[src/sv/lptd_pkg.sv]
// Shared types and constants for the length-prefixed text deframer.
package lptd_pkg;

  localparam int TEXT_CAPACITY_DEF = 31;
  // Stored length and character count; wide enough for capacities up to 63.
  localparam int CNT_W = 6;
  localparam int QUEUE_DEPTH = 2;

  localparam logic FUNC_BYTE    = 1'b0;
  localparam logic FUNC_CONSUME = 1'b1;

  // Register index taken from paddr[2].
  localparam logic REG_SIGNATURE = 1'b0;

  typedef enum logic [1:0] {
    KIND_STATUS = 2'd0,
    KIND_TEXT   = 2'd1,
    KIND_NONE   = 2'd2
  } kind_t;

  typedef enum logic [1:0] {
    PH_HUNT   = 2'd0,
    PH_LENGTH = 2'd1,
    PH_DATA   = 2'd2
  } phase_t;

  typedef enum logic [1:0] {
    B_IDLE = 2'd0,
    B_READ = 2'd1,
    B_LOAD = 2'd2
  } back_state_t;

  // One queued job for the back end.
  typedef struct packed {
    kind_t             kind;
    logic [CNT_W-1:0]  count;
    logic              packet_done;
    logic              message_ready;
    logic [31:0]       packets_seen;
  } entry_t;

endpackage

[src/sv/lptd_ram.sv]
// Generic single-write, single-read RAM with registered read data.
module lptd_ram #(
  parameter int WIDTH = 8,
  parameter int DEPTH = 31,
  localparam int AW = (DEPTH > 1) ? $clog2(DEPTH) : 1
) (
  input  logic             clk,
  input  logic             we,
  input  logic [AW-1:0]    waddr,
  input  logic [WIDTH-1:0] wdata,
  input  logic [AW-1:0]    raddr,
  output logic [WIDTH-1:0] rdata
);

  logic [WIDTH-1:0] mem [DEPTH];

  always_ff @(posedge clk) begin
    if (we) begin
      mem[waddr] <= wdata;
    end
    rdata <= mem[raddr];
  end

endmodule

[src/sv/lptd_queue.sv]
// Short FIFO of jobs between the front and back ends.
module lptd_queue import lptd_pkg::*; (
  input  logic   clk,
  input  logic   rst,
  input  logic   push,
  input  entry_t push_entry,
  output logic   full,
  input  logic   pop,
  output logic   not_empty,
  output entry_t head
);

  localparam int QAW = (QUEUE_DEPTH > 1) ? $clog2(QUEUE_DEPTH) : 1;

  entry_t         slots [QUEUE_DEPTH];
  logic [QAW-1:0] wr_ptr;
  logic [QAW-1:0] rd_ptr;
  logic [QAW:0]   fill;

  assign full      = (fill == (QAW+1)'(QUEUE_DEPTH));
  assign not_empty = (fill != '0);
  assign head      = slots[rd_ptr];

  function automatic logic [QAW-1:0] ptr_inc(input logic [QAW-1:0] p);
    ptr_inc = (p == QAW'(QUEUE_DEPTH - 1)) ? '0 : p + 1'b1;
  endfunction

  always_ff @(posedge clk) begin
    if (push) begin
      slots[wr_ptr] <= push_entry;
    end
  end

  always_ff @(posedge clk) begin
    if (rst) begin
      wr_ptr <= '0;
      rd_ptr <= '0;
      fill   <= '0;
    end else begin
      if (push) begin
        wr_ptr <= ptr_inc(wr_ptr);
      end
      if (pop) begin
        rd_ptr <= ptr_inc(rd_ptr);
      end
      case ({push, pop})
        2'b10:   fill <= fill + 1'b1;
        2'b01:   fill <= fill - 1'b1;
        default: fill <= fill;
      endcase
    end
  end

endmodule

[src/sv/lptd_front.sv]
// Front end: accepts input transactions, parses packets, fills the text store.
module lptd_front import lptd_pkg::*; #(
  parameter int TEXT_CAPACITY = TEXT_CAPACITY_DEF,
  localparam int AW = (TEXT_CAPACITY > 1) ? $clog2(TEXT_CAPACITY) : 1
) (
  input  logic          clk,
  input  logic          rst,
  input  logic [7:0]    signature_byte,
  input  logic          in_valid,
  output logic          in_stall,
  input  logic          func,
  input  logic [7:0]    data_byte,
  input  logic          q_full,
  output logic          q_push,
  output entry_t        q_entry,
  input  logic          consume_done,
  output logic          ram_we,
  output logic [AW-1:0] ram_waddr,
  output logic [7:0]    ram_wdata
);

  localparam logic [7:0]       CAP8  = 8'(TEXT_CAPACITY);
  localparam logic [CNT_W-1:0] CAP_C = CNT_W'(TEXT_CAPACITY);

  phase_t           phase, phase_next;
  logic [7:0]       expected_length, expected_length_next;
  logic [7:0]       write_position, write_position_next;
  logic [CNT_W-1:0] stored_length, stored_length_next;
  logic             ready_flag, ready_flag_next;
  logic [31:0]      packet_counter, packet_counter_next;
  logic             busy, busy_next;

  logic             accept;
  logic             is_byte;
  logic [7:0]       wp_inc;
  logic             data_complete;
  logic             length_ends;

  // Hold input while the queue is full or a consume still reads the store.
  assign in_stall = q_full | busy;
  assign accept   = in_valid & ~in_stall;
  assign is_byte  = (func == FUNC_BYTE);

  assign wp_inc        = (write_position != 8'hFF) ? write_position + 8'd1 : write_position;
  assign data_complete = (wp_inc >= expected_length);
  assign length_ends   = (data_byte == 8'd0) | ready_flag;

  // Phase transitions.
  always_comb begin
    phase_next = phase;
    if (accept && is_byte) begin
      case (phase)
        PH_LENGTH: phase_next = length_ends ? PH_HUNT : PH_DATA;
        PH_DATA:   phase_next = data_complete ? PH_HUNT : PH_DATA;
        default:   phase_next = (data_byte == signature_byte) ? PH_LENGTH : PH_HUNT;
      endcase
    end
  end

  // Datapath and queue entry.
  always_comb begin
    expected_length_next = expected_length;
    write_position_next  = write_position;
    stored_length_next   = stored_length;
    ready_flag_next      = ready_flag;
    packet_counter_next  = packet_counter;
    busy_next            = busy & ~consume_done;
    ram_we               = 1'b0;
    ram_waddr            = write_position[AW-1:0];
    ram_wdata            = data_byte;
    q_push               = accept;
    q_entry.kind         = KIND_STATUS;
    q_entry.count        = stored_length;
    q_entry.packet_done  = 1'b0;

    if (accept) begin
      if (!is_byte) begin
        ready_flag_next = 1'b0;
        if (ready_flag && (stored_length != '0)) begin
          q_entry.kind = KIND_TEXT;
          busy_next    = 1'b1;
        end else begin
          q_entry.kind = KIND_NONE;
        end
      end else begin
        case (phase)
          PH_LENGTH: begin
            if (length_ends) begin
              packet_counter_next = packet_counter + 32'd1;
              q_entry.packet_done = 1'b1;
            end else begin
              expected_length_next = data_byte;
              write_position_next  = 8'd0;
            end
          end
          PH_DATA: begin
            ram_we              = (write_position < CAP8);
            write_position_next = wp_inc;
            if (data_complete) begin
              stored_length_next  = (wp_inc > CAP8) ? CAP_C : wp_inc[CNT_W-1:0];
              ready_flag_next     = 1'b1;
              packet_counter_next = packet_counter + 32'd1;
              q_entry.packet_done = 1'b1;
            end
          end
          default: begin
          end
        endcase
      end
    end
    q_entry.message_ready = ready_flag_next;
    q_entry.packets_seen  = packet_counter_next;
  end

  always_ff @(posedge clk) begin
    if (rst) begin
      phase           <= PH_HUNT;
      expected_length <= '0;
      write_position  <= '0;
      stored_length   <= '0;
      ready_flag      <= 1'b0;
      packet_counter  <= '0;
      busy            <= 1'b0;
    end else begin
      phase           <= phase_next;
      expected_length <= expected_length_next;
      write_position  <= write_position_next;
      stored_length   <= stored_length_next;
      ready_flag      <= ready_flag_next;
      packet_counter  <= packet_counter_next;
      busy            <= busy_next;
    end
  end

endmodule

[src/sv/lptd_back.sv]
// Back end: drains queued jobs and streams results through the output register.
module lptd_back import lptd_pkg::*; #(
  parameter int TEXT_CAPACITY = TEXT_CAPACITY_DEF,
  localparam int AW = (TEXT_CAPACITY > 1) ? $clog2(TEXT_CAPACITY) : 1
) (
  input  logic          clk,
  input  logic          rst,
  input  logic          q_not_empty,
  input  entry_t        q_head,
  output logic          q_pop,
  output logic [AW-1:0] ram_raddr,
  input  logic [7:0]    ram_rdata,
  output logic          consume_done,
  output logic          out_valid,
  input  logic          out_stall,
  output kind_t         out_kind,
  output logic [7:0]    out_char,
  output logic          out_last,
  output logic          out_done,
  output logic          out_ready,
  output logic [31:0]   out_seen
);

  back_state_t      state, state_next;
  logic [CNT_W-1:0] idx, idx_next;
  logic [CNT_W-1:0] cnt, cnt_next;
  logic [31:0]      seen, seen_next;
  logic             out_valid_next;
  kind_t            out_kind_next;
  logic [7:0]       out_char_next;
  logic             out_last_next;
  logic             out_done_next;
  logic             out_ready_next;
  logic [31:0]      out_seen_next;

  logic             out_free;
  logic [CNT_W-1:0] idx_inc;
  logic             is_last_char;

  assign out_free     = ~out_valid | ~out_stall;
  assign idx_inc      = idx + 1'b1;
  assign is_last_char = (idx_inc == cnt);

  always_comb begin
    state_next = state;
    case (state)
      B_IDLE: begin
        if (q_not_empty && out_free && (q_head.kind == KIND_TEXT)) begin
          state_next = B_LOAD;
        end
      end
      B_READ: begin
        if (out_free) begin
          state_next = B_LOAD;
        end
      end
      B_LOAD:  state_next = is_last_char ? B_IDLE : B_READ;
      default: state_next = B_IDLE;
    endcase
  end

  always_comb begin
    q_pop          = 1'b0;
    ram_raddr      = idx[AW-1:0];
    consume_done   = 1'b0;
    idx_next       = idx;
    cnt_next       = cnt;
    seen_next      = seen;
    // Drop the output once it has been taken.
    out_valid_next = out_valid & out_stall;
    out_kind_next  = out_kind;
    out_char_next  = out_char;
    out_last_next  = out_last;
    out_done_next  = out_done;
    out_ready_next = out_ready;
    out_seen_next  = out_seen;
    case (state)
      B_IDLE: begin
        if (q_not_empty && out_free) begin
          q_pop = 1'b1;
          if (q_head.kind == KIND_TEXT) begin
            ram_raddr = '0;
            idx_next  = '0;
            cnt_next  = q_head.count;
            seen_next = q_head.packets_seen;
          end else begin
            out_valid_next = 1'b1;
            out_kind_next  = q_head.kind;
            out_char_next  = 8'd0;
            out_last_next  = 1'b1;
            out_done_next  = q_head.packet_done;
            out_ready_next = q_head.message_ready;
            out_seen_next  = q_head.packets_seen;
          end
        end
      end
      B_LOAD: begin
        out_valid_next = 1'b1;
        out_kind_next  = KIND_TEXT;
        out_char_next  = ram_rdata;
        out_last_next  = is_last_char;
        out_done_next  = 1'b0;
        out_ready_next = 1'b0;
        out_seen_next  = seen;
        idx_next       = idx_inc;
        consume_done   = is_last_char;
      end
      default: begin
      end
    endcase
  end

  always_ff @(posedge clk) begin
    if (rst) begin
      state     <= B_IDLE;
      out_valid <= 1'b0;
    end else begin
      state     <= state_next;
      out_valid <= out_valid_next;
    end
  end

  always_ff @(posedge clk) begin
    idx       <= idx_next;
    cnt       <= cnt_next;
    seen      <= seen_next;
    out_kind  <= out_kind_next;
    out_char  <= out_char_next;
    out_last  <= out_last_next;
    out_done  <= out_done_next;
    out_ready <= out_ready_next;
    out_seen  <= out_seen_next;
  end

endmodule

[src/sv/length_prefixed_text_deframer_top.sv]
// Top level of the length-prefixed text deframer.
//
// Input channel (in_valid / in_stall): func selects a received serial byte
// (data_byte) or a consume of the pending text message. Output channel
// (out_valid / out_stall): one status result per serial byte; a consume gives
// one text character per result, or a single "no message" result.
// A byte transaction's result passes through the job queue and then the output
// register; one byte can be accepted every cycle, limited only by a pending
// consume, the two-entry job queue and the output register.
// A consume streams its characters through the read and load states in turn,
// as the read of the text RAM is registered; input is held stalled from the
// consume until its last character has entered the output register.
// When the receiver stalls, the output register holds, the queue fills and
// in_stall rises.
// Reset clears the parser to hunting, the ready flag, the packet counter and
// the signature register; the text RAM is not cleared.
// The signature register sits at APB address 0 and may be read back.
module length_prefixed_text_deframer_top import lptd_pkg::*; #(
  parameter int TEXT_CAPACITY = TEXT_CAPACITY_DEF
) (
  input  logic        clk,
  input  logic        rst,
  input  logic        psel,
  input  logic        penable,
  input  logic        pwrite,
  input  logic [2:0]  paddr,
  input  logic [31:0] pwdata,
  output logic [31:0] prdata,
  output logic        pready,
  input  logic        in_valid,
  output logic        in_stall,
  input  logic        func,
  input  logic [7:0]  data_byte,
  output logic        out_valid,
  input  logic        out_stall,
  output logic [1:0]  kind,
  output logic [7:0]  text_char,
  output logic        last,
  output logic        packet_done,
  output logic        message_ready,
  output logic [31:0] packets_seen
);

  localparam int AW = (TEXT_CAPACITY > 1) ? $clog2(TEXT_CAPACITY) : 1;

  logic [7:0]    signature_byte;
  logic          q_push, q_pop, q_full, q_not_empty;
  entry_t        q_entry, q_head;
  logic          consume_done;
  logic          ram_we;
  logic [AW-1:0] ram_waddr, ram_raddr;
  logic [7:0]    ram_wdata, ram_rdata;
  kind_t         out_kind;

  assign pready = 1'b1;
  assign prdata = (paddr[2] == REG_SIGNATURE) ? {24'd0, signature_byte} : 32'd0;

  always_ff @(posedge clk) begin
    if (rst) begin
      signature_byte <= '0;
    end else if (psel && penable && pwrite && pready && (paddr[2] == REG_SIGNATURE)) begin
      signature_byte <= pwdata[7:0];
    end
  end

  lptd_front #(
    .TEXT_CAPACITY(TEXT_CAPACITY)
  ) u_front (
    .clk           (clk),
    .rst           (rst),
    .signature_byte(signature_byte),
    .in_valid      (in_valid),
    .in_stall      (in_stall),
    .func          (func),
    .data_byte     (data_byte),
    .q_full        (q_full),
    .q_push        (q_push),
    .q_entry       (q_entry),
    .consume_done  (consume_done),
    .ram_we        (ram_we),
    .ram_waddr     (ram_waddr),
    .ram_wdata     (ram_wdata)
  );

  lptd_queue u_queue (
    .clk       (clk),
    .rst       (rst),
    .push      (q_push),
    .push_entry(q_entry),
    .full      (q_full),
    .pop       (q_pop),
    .not_empty (q_not_empty),
    .head      (q_head)
  );

  lptd_ram #(
    .WIDTH(8),
    .DEPTH(TEXT_CAPACITY)
  ) u_text_ram (
    .clk  (clk),
    .we   (ram_we),
    .waddr(ram_waddr),
    .wdata(ram_wdata),
    .raddr(ram_raddr),
    .rdata(ram_rdata)
  );

  lptd_back #(
    .TEXT_CAPACITY(TEXT_CAPACITY)
  ) u_back (
    .clk         (clk),
    .rst         (rst),
    .q_not_empty (q_not_empty),
    .q_head      (q_head),
    .q_pop       (q_pop),
    .ram_raddr   (ram_raddr),
    .ram_rdata   (ram_rdata),
    .consume_done(consume_done),
    .out_valid   (out_valid),
    .out_stall   (out_stall),
    .out_kind    (out_kind),
    .out_char    (text_char),
    .out_last    (last),
    .out_done    (packet_done),
    .out_ready   (message_ready),
    .out_seen    (packets_seen)
  );

  assign kind = out_kind;

endmodule
[config.mk]
export PLATFORM = sky130hd
export DESIGN_NAME = length_prefixed_text_deframer_top
export DESIGN_NICKNAME = d
export VERILOG_FILES = /design/src/sv/lptd_pkg.sv /design/src/sv/lptd_ram.sv /design/src/sv/lptd_queue.sv /design/src/sv/lptd_front.sv /design/src/sv/lptd_back.sv /design/src/sv/length_prefixed_text_deframer_top.sv
export SDC_FILE = /design/constraint.sdc
export NUM_CORES = 1
export LEC_CHECK = 0
export ABC_AREA = 1
export BUFFER_PORTS_ARGS = -buffer_cell sky130_fd_sc_hd__buf_2
export CAP_MARGIN = 15
export CORE_AREA = 2 2 204 206
export CTS_CLUSTER_SIZE = 30
export DETAILED_ROUTE_END_ITERATION = 6
export DIE_AREA = 0 0 206 208
export PLACE_DENSITY_LB_ADDON = 0.2
export SLEW_MARGIN = 0
export SYNTH_ARGS = -nofsm -noshare
export SYNTH_HDL_FRONTEND = slang
export SYNTH_HIERARCHICAL = 1
export SYNTH_SLANG_ARGS = --single-unit
export TNS_END_PERCENT = 100
[constraint.sdc]
create_clock -name clk -period 3.6 [get_ports clk]
set_input_delay 0.18 -clock clk [delete_from_list [all_inputs] [get_ports clk]]
set_output_delay 0.18 -clock clk [all_outputs]
set_load 0.05 [all_outputs]
Word-level counts from Yosys, hierarchy flattened

Memory sizes are Yosys's and may differ from the RTL's. A register that Yosys moved wholly into a read port is not among the register bits.
Index checks and enable logic that the tools add are counted.

Add/subtract/negate cells: 7
Multiply operators: 0
Divide/modulo/power cells: 0
$lt $le $gt $ge: 3
Eq/ne operators: 17
Shift operators: 0
Multiplexer cells: 75
Bitwise gates (word level): 13
Reductions and logical operators: 21

Operator list:

| operator                                                      | number |
|---|---|
| two-way mux 32 bit                                            | 6 |
| one-hot mux 32 bit (2 select lines)                           | 2 |
| two-way mux 8 bit                                             | 5 |
| two-way mux 1 bit                                             | 35 |
| adder 32 x 1 -> 32 bit, second input constant                 | 1 |
| one-hot mux 8 bit (2 select lines)                            | 2 |
| two-way mux 2 bit                                             | 9 |
| two-way mux 6 bit                                             | 3 |
| two-way mux 5 bit                                             | 3 |
| one-hot mux 2 bit (2 select lines)                            | 3 |
| one-hot mux 6 bit (2 select lines)                            | 1 |
| AND reduction 4 bit                                           | 3 |
| one-hot mux 1 bit (2 select lines)                            | 5 |
| AND reduction 3 bit                                           | 3 |
| adder 8 x 1 -> 8 bit, second input constant                   | 1 |
| == test 2 x 1 -> 1 bit, second input constant                 | 4 |
| == test 2 bit, second input constant                          | 4 |
| == test 8 bit                                                 | 1 |
| >= comparator 8 bit                                           | 1 |
| greater-than comparator 8 x 5 -> 1 bit, second input constant | 1 |
| logical NOT 8 bit                                             | 1 |
| less-than comparator 8 x 5 -> 1 bit, second input constant    | 1 |
| inequality test 2 x 1 -> 1 bit, second input constant         | 4 |
| inequality test 8 bit, second input constant                  | 1 |
| 15 further kinds                                              | 36 |

Register bits: 162
Latch bits: 0
RAM bits: 332
Bits in read-only memories: 0
Input port bits: 51
Output and inout bits: 80
Logic and storage cells: 160
Memories kept: 2

Memory list:

| name           | depth | bits a word | rd ports | clocked after memory_dff | write ports | RTL line         | source |
|---|---|---|---|---|---|---|---|
| u_text_ram.mem | 31    | 8           | 1        | 1                        | 1           | lptd_ram.sv:15   | `logic [WIDTH-1:0] mem [DEPTH];` |
| u_queue.slots  | 2     | 42          | 1        | 1                        | 1           | lptd_queue.sv:15 | `entry_t slots [QUEUE_DEPTH];` |

Logic depth before layout (Yosys ltp)

Word-level depth: 8
Depth in mapped cells: 19
Gate-level depth less buffers: 17

Modules after synthesis

Netlist, hierarchy kept.

By module, submodules not included:

| module                            | instances | cells an instance | area each (sq um) | sequential area each (sq um) |
|---|---|---|---|---|
| lptd_ram                          | 1         | 883               | 10281.1           | 7607.3 |
| lptd_front                        | 1         | 671               | 4061.4            | 1161.1 |
| lptd_back                         | 1         | 307               | 3633.5            | 2732.6 |
| lptd_queue                        | 1         | 164               | 3462.1            | 2622.5 |
| length_prefixed_text_deframer_top | 1         | 100               | 669.4             | 160.2 |

Least setup slack after synthesis

No wires, ideal clock.

Path type: register -> register
From: reg (tool-made name)
To: reg u_back.out_char[0], enable pin
Library setup time: 0.454 ns
Arrival: 3.183 ns
Required time: 3.146 ns
Setup slack: -0.036 ns
Cell stages (with the launch flop): 7
Buffers on the path: 2
Period minus slack after synthesis: 3.636 ns
Path through: dfxtp_1 -> buf_6 -> buf_12 -> mux2_4 -> inv_1 -> nor2_1 -> o31ai_2

RTL lines:

| element              | RTL line         | source |
|---|---|---|
| to (signal assigned) | lptd_back.sv:128 | `out_char <= out_char_next;` |
| to (decl)            | lptd_back.sv:17  | `output logic [7:0] out_char,` |

==> metrics.md <==
| Metric | Value |
|---|---|
| CTS Sinks | `503` |
| Run status | `completed` |
| Antenna violations before repair | `0` |
| Clk pin slew, worst setup/hold paths | `0.06 ns` |
| TritonCTS Buffers | `50` |
| Buffers on Ports | `79` |
| Highest-count cells in the layout ignoring fill and taps | `667 x sky130_fd_sc_hd__nand2_1, 421 x sky130_fd_sc_hd__edfxtp_1, 284 x sky130_fd_sc_hd__nand3_1, 160 x sky130_fd_sc_hd__nor2_1, 137 x sky130_fd_sc_hd__inv_1` |
| Largest family of logic cells by synthesized area | `simple AND/OR/NAND/NOR gates` |
| Worst clock skew | `0.0270 ns` |
| Routed Antenna Nets | `0` |
| Relative slew slack | `45.8%` |
| Clock network power share | `27.9%` |
| Number of flops mapped to enable cells by yosys | `421` |
| Number of H-tree branching levels | `2` |
| Final worst path period need | `3.16 ns` |
| Net switching power figure | `6900 uW` |
| Effective utilization at floorplan | `54.5%` |
| Setup repair after global routing missed its margin | `no` |
| Endpoint class of the critical path | `flip-flop` |
| Clk_lat worst skew | `0.58 ns` |
| Die area | `0.0428 sq mm` |
| Count of state elements after synthesis | `503` |
| Count of unresolved DRC violations after routing | `0` |
| Synthesized-area fraction occupied by xor and xnor cells | `0.832%` |
| Cell variety after synth | `47` |
| Antenna cells | `0` |
| Vias in the first global route | `14.3k` |
| Maximum count of clock buffers along a single path | `3` |
| Filler-free cell count of the finished design | `2794` |
| First-pass GRT wire length | `76.9 mm` |
| Most common cell after layout, fill and taps aside | `sky130_fd_sc_hd__nand2_1` |
| Type of element launching the critical path | `flip-flop` |
| Combined global-route utilization of all metal layers | `23.0%` |
| Synth Area in Simple Gates | `22.6%` |
| Final count of negative-setup-slack endpoints | `0` |
| Area Overhead vs Synth | `11.9%` |
| Share of the clock period used by the worst path | `87.6%` |
| Data required time at the worst endpoint | `3.93 ns` |
| Via total after detailed routing | `14.8k` |
| Largest net degree at the start of global routing | `89` |
| Synthesized-area fraction occupied by ao, oa, aoi and oai cells | `2.24%` |
| Pre-antenna DRT Iters | `5` |
| Class of the worst hold path | `in2reg` |
| Vias/cell | `5.31` |
| Count of final hold-check violations | `0` |
| IR Drop Worst-Case VDD | `536 uV` |
| Global route total overflow | `0` |
| Fraction of power consumed by sequential logic | `39.5%` |
| Achievable Freq | `317 MHz` |
| Layout Nets | `2285` |
| Ys async rst share | `0%` |
| Core occupancy in the finished layout | `61.0%` |
| Final number of max-transition violations | `0` |
| Core area | `0.0406 sq mm` |
| Type of the setup path with the least slack | `reg2reg` |
| Switching part of the total | `36.9%` |
| Prevailing post-synth register cell | `sky130_fd_sc_hd__edfxtp_1` |
| Sequential area share after synthesis | `64.6%` |
| Critical path fanouts, max | `32` |
| Number of standard cells after synthesis | `2125` |
| HPWL after DPL | `30.3 mm` |
| Placer Congestion | `0.916` |
| Pwr per Cell Area | `756 mW/mm^2` |
| Total wire length after detailed routing | `48.5 mm` |
| CTS root buffer | `sky130_fd_sc_hd__clkbuf_16` |
| Multiplexer share of the synthesized area | `2.82%` |
| Number of DRC markers after the initial detailed-route iteration | `1307` |
| Chip Height | `208 microns` |
| I/O pin total | `131` |
| CTS tree | `built` |
| Post-DR wirelength/cell | `17.4 microns` |
| Share of synthesized cell area in full adder, half adder and majority cells | `0.792%` |
| Post-synthesis instance area | `0.0221 sq mm` |
| Avg Inst Size Synth | `10.4 sq um` |
| Site row count | `74` |
| Actual slew at the worst max-slew pin | `0.813 ns` |
| Sum of negative setup slack | `0 ns` |
| Reported leakage power | `0.00983 uW` |
| Relative contribution of combinational cells to total power | `32.6%` |
| Share of final-layout standard cells stronger than drive strength 1 | `13.8%` |
| Internal portion of total power | `11800 uW` |
| Arrival time at the worst endpoint | `3.48 ns` |
| Yosys synthesis warning count | `6` |
| Overall die width | `206 microns` |
| Total placed cells including tap cells | `2689` |
| Max-cap check violation count | `0` |
==> worst max-delay path, cell delays in order, from the launching register on <==
cell,delay [ns]
sky130_fd_sc_hd__dfxtp_1,0.45
sky130_fd_sc_hd__ha_1,0.23
sky130_fd_sc_hd__nand3_1,0.12
sky130_fd_sc_hd__or2_1,0.36
sky130_fd_sc_hd__o21ai_1,0.17
sky130_fd_sc_hd__clkinv_1,0.13
sky130_fd_sc_hd__ha_1,0.31
sky130_fd_sc_hd__nand2_1,0.05
sky130_fd_sc_hd__nand2_1,0.05
sky130_fd_sc_hd__nand2_1,0.04
sky130_fd_sc_hd__nand2_1,0.06
sky130_fd_sc_hd__nand2_1,0.06
sky130_fd_sc_hd__nand4_1,0.16
sky130_fd_sc_hd__nand3_4,0.38
sky130_fd_sc_hd__nand2_1,0.23
sky130_fd_sc_hd__nand2_1,0.09
==> stage by stage <==
stage | hold slack (ns) | area, sq um | power, uW | setup WS, ns
CTS | 0.00113 | 24700 | 18800 | 0.112
floorplan | 0.242 | 22200 | 12000 | 0.0216
finish | 0.0251 | 24700 | 18700 | 0.445
global placement | 0.432 | 23000 | 13500 | 0.184
detailed placement | 0.444 | 23000 | 13600 | 0.113
global route | 0.0325 | 24700 | 19700 | 0.160
==> state kept, by name (all words and copies together), names as in the netlist, 2 cells and up, named ones only <==
name / flops
u_text_ram/mem: 248
u_queue/slots: 84
u_back/out_seen: 32
u_back/seen: 32
u_front/packet_counter: 32
signature_byte: 8
u_back/out_char: 8
u_front/expected_length: 8
u_front/write_position: 8
u_text_ram/rdata: 8
u_back/cnt: 6
u_back/idx: 6
u_front/stored_length: 6
u_back/out_kind: 2
u_back/state: 2
u_front/phase: 2
u_queue/fill: 2
==> cell usage after synthesis (all sizes together) (2+ instances only) <==
library cell    n  share of area [%]
buf           102                3.1
clkbuf         20               0.34
o22ai           2              0.057
ha             14               0.79
nor2          190                3.8
inv           147                2.5
a21oi          63                1.4
edfxtp        421                 57
nand2         673                 12
nor4            4               0.18
or2             2              0.057
mux2           42                2.8
clkinv          9               0.16
xnor2           9               0.36
dfxtp          82                7.4
conb            2              0.034
o21ai          22               0.52
nand3         287                6.6
nand4           9               0.25
xor2           12               0.48
nor3            6               0.18
==> cells by family (layout without fill, tap and decap cells) <==
group | after synthesis | count (layout)
adders and majority gates | 14 | 14
buffers and inverters | 278 | 392
other | 2 | 25
muxes | 42 | 42
DFF | 503 | 503
xor gates and xnor gates | 21 | 21
and+or+nand+nor | 1172 | 1172
AOI/OAI and AO/OA | 93 | 93
==> metal layers <==
layer	GRT usage, %	vias up	share of wire [%]
li1	-	7254	-
met1	34.1	6993	45
met2	35.3	518	45
met3	3.88	77	7.4
met4	6.38	0	2.2
met5	0	-	0
==> what timing repair did <==
action | CTS | global route
hold endpoints to repair | 17 | 0
endpoints found under the setup margin | 0 | 89
buffers inserted | 0 | 0
hold buffers | 11 | 0
gates resized for setup | 0 | 1
==> area by class of cell <==
cell class                 count  area (sq um)
clock inverter                30           310
multi-input combinational   1367          6600
tap                          532           666
sequential                   503         14300
fill                        3327         15800
timing repair buffer         142           933
clock buffer                  64          1350
inverter                     156           587
==> final timing paths <==
| kind | from | slack, ns | endpoint | depth (start not counted) |
|---|---|---|---|---|
| setup / recovery | u_front/write_position[0] | 0.44 | u_queue/slots[0][11] | 15 |
| hold / removal | psel | 0.03 | signature_byte[0] | 5 |
| setup reg to reg | u_front/write_position[0] | 0.44 | u_queue/slots[0][11] | 15 |
| hold reg to reg | u_back/state[1] | 0.45 | u_back/state[1] | 1 |
==> power by group through the flow <==
| stage | combinational (uW) | sequential (uW) | clock, uW |
|---|---|---|---|
| detailed placement | 6080 | 7510 | 0 |
| CTS | 6110 | 7390 | 5310 |
| finish | 6100 | 7390 | 5220 |
| global route | 6700 | 7440 | 5540 |
| global placement | 6000 | 7500 | 0 |
| floorplan | 3520 | 8460 | 0 |
Note: power is estimated with default switching activity, not from simulation.
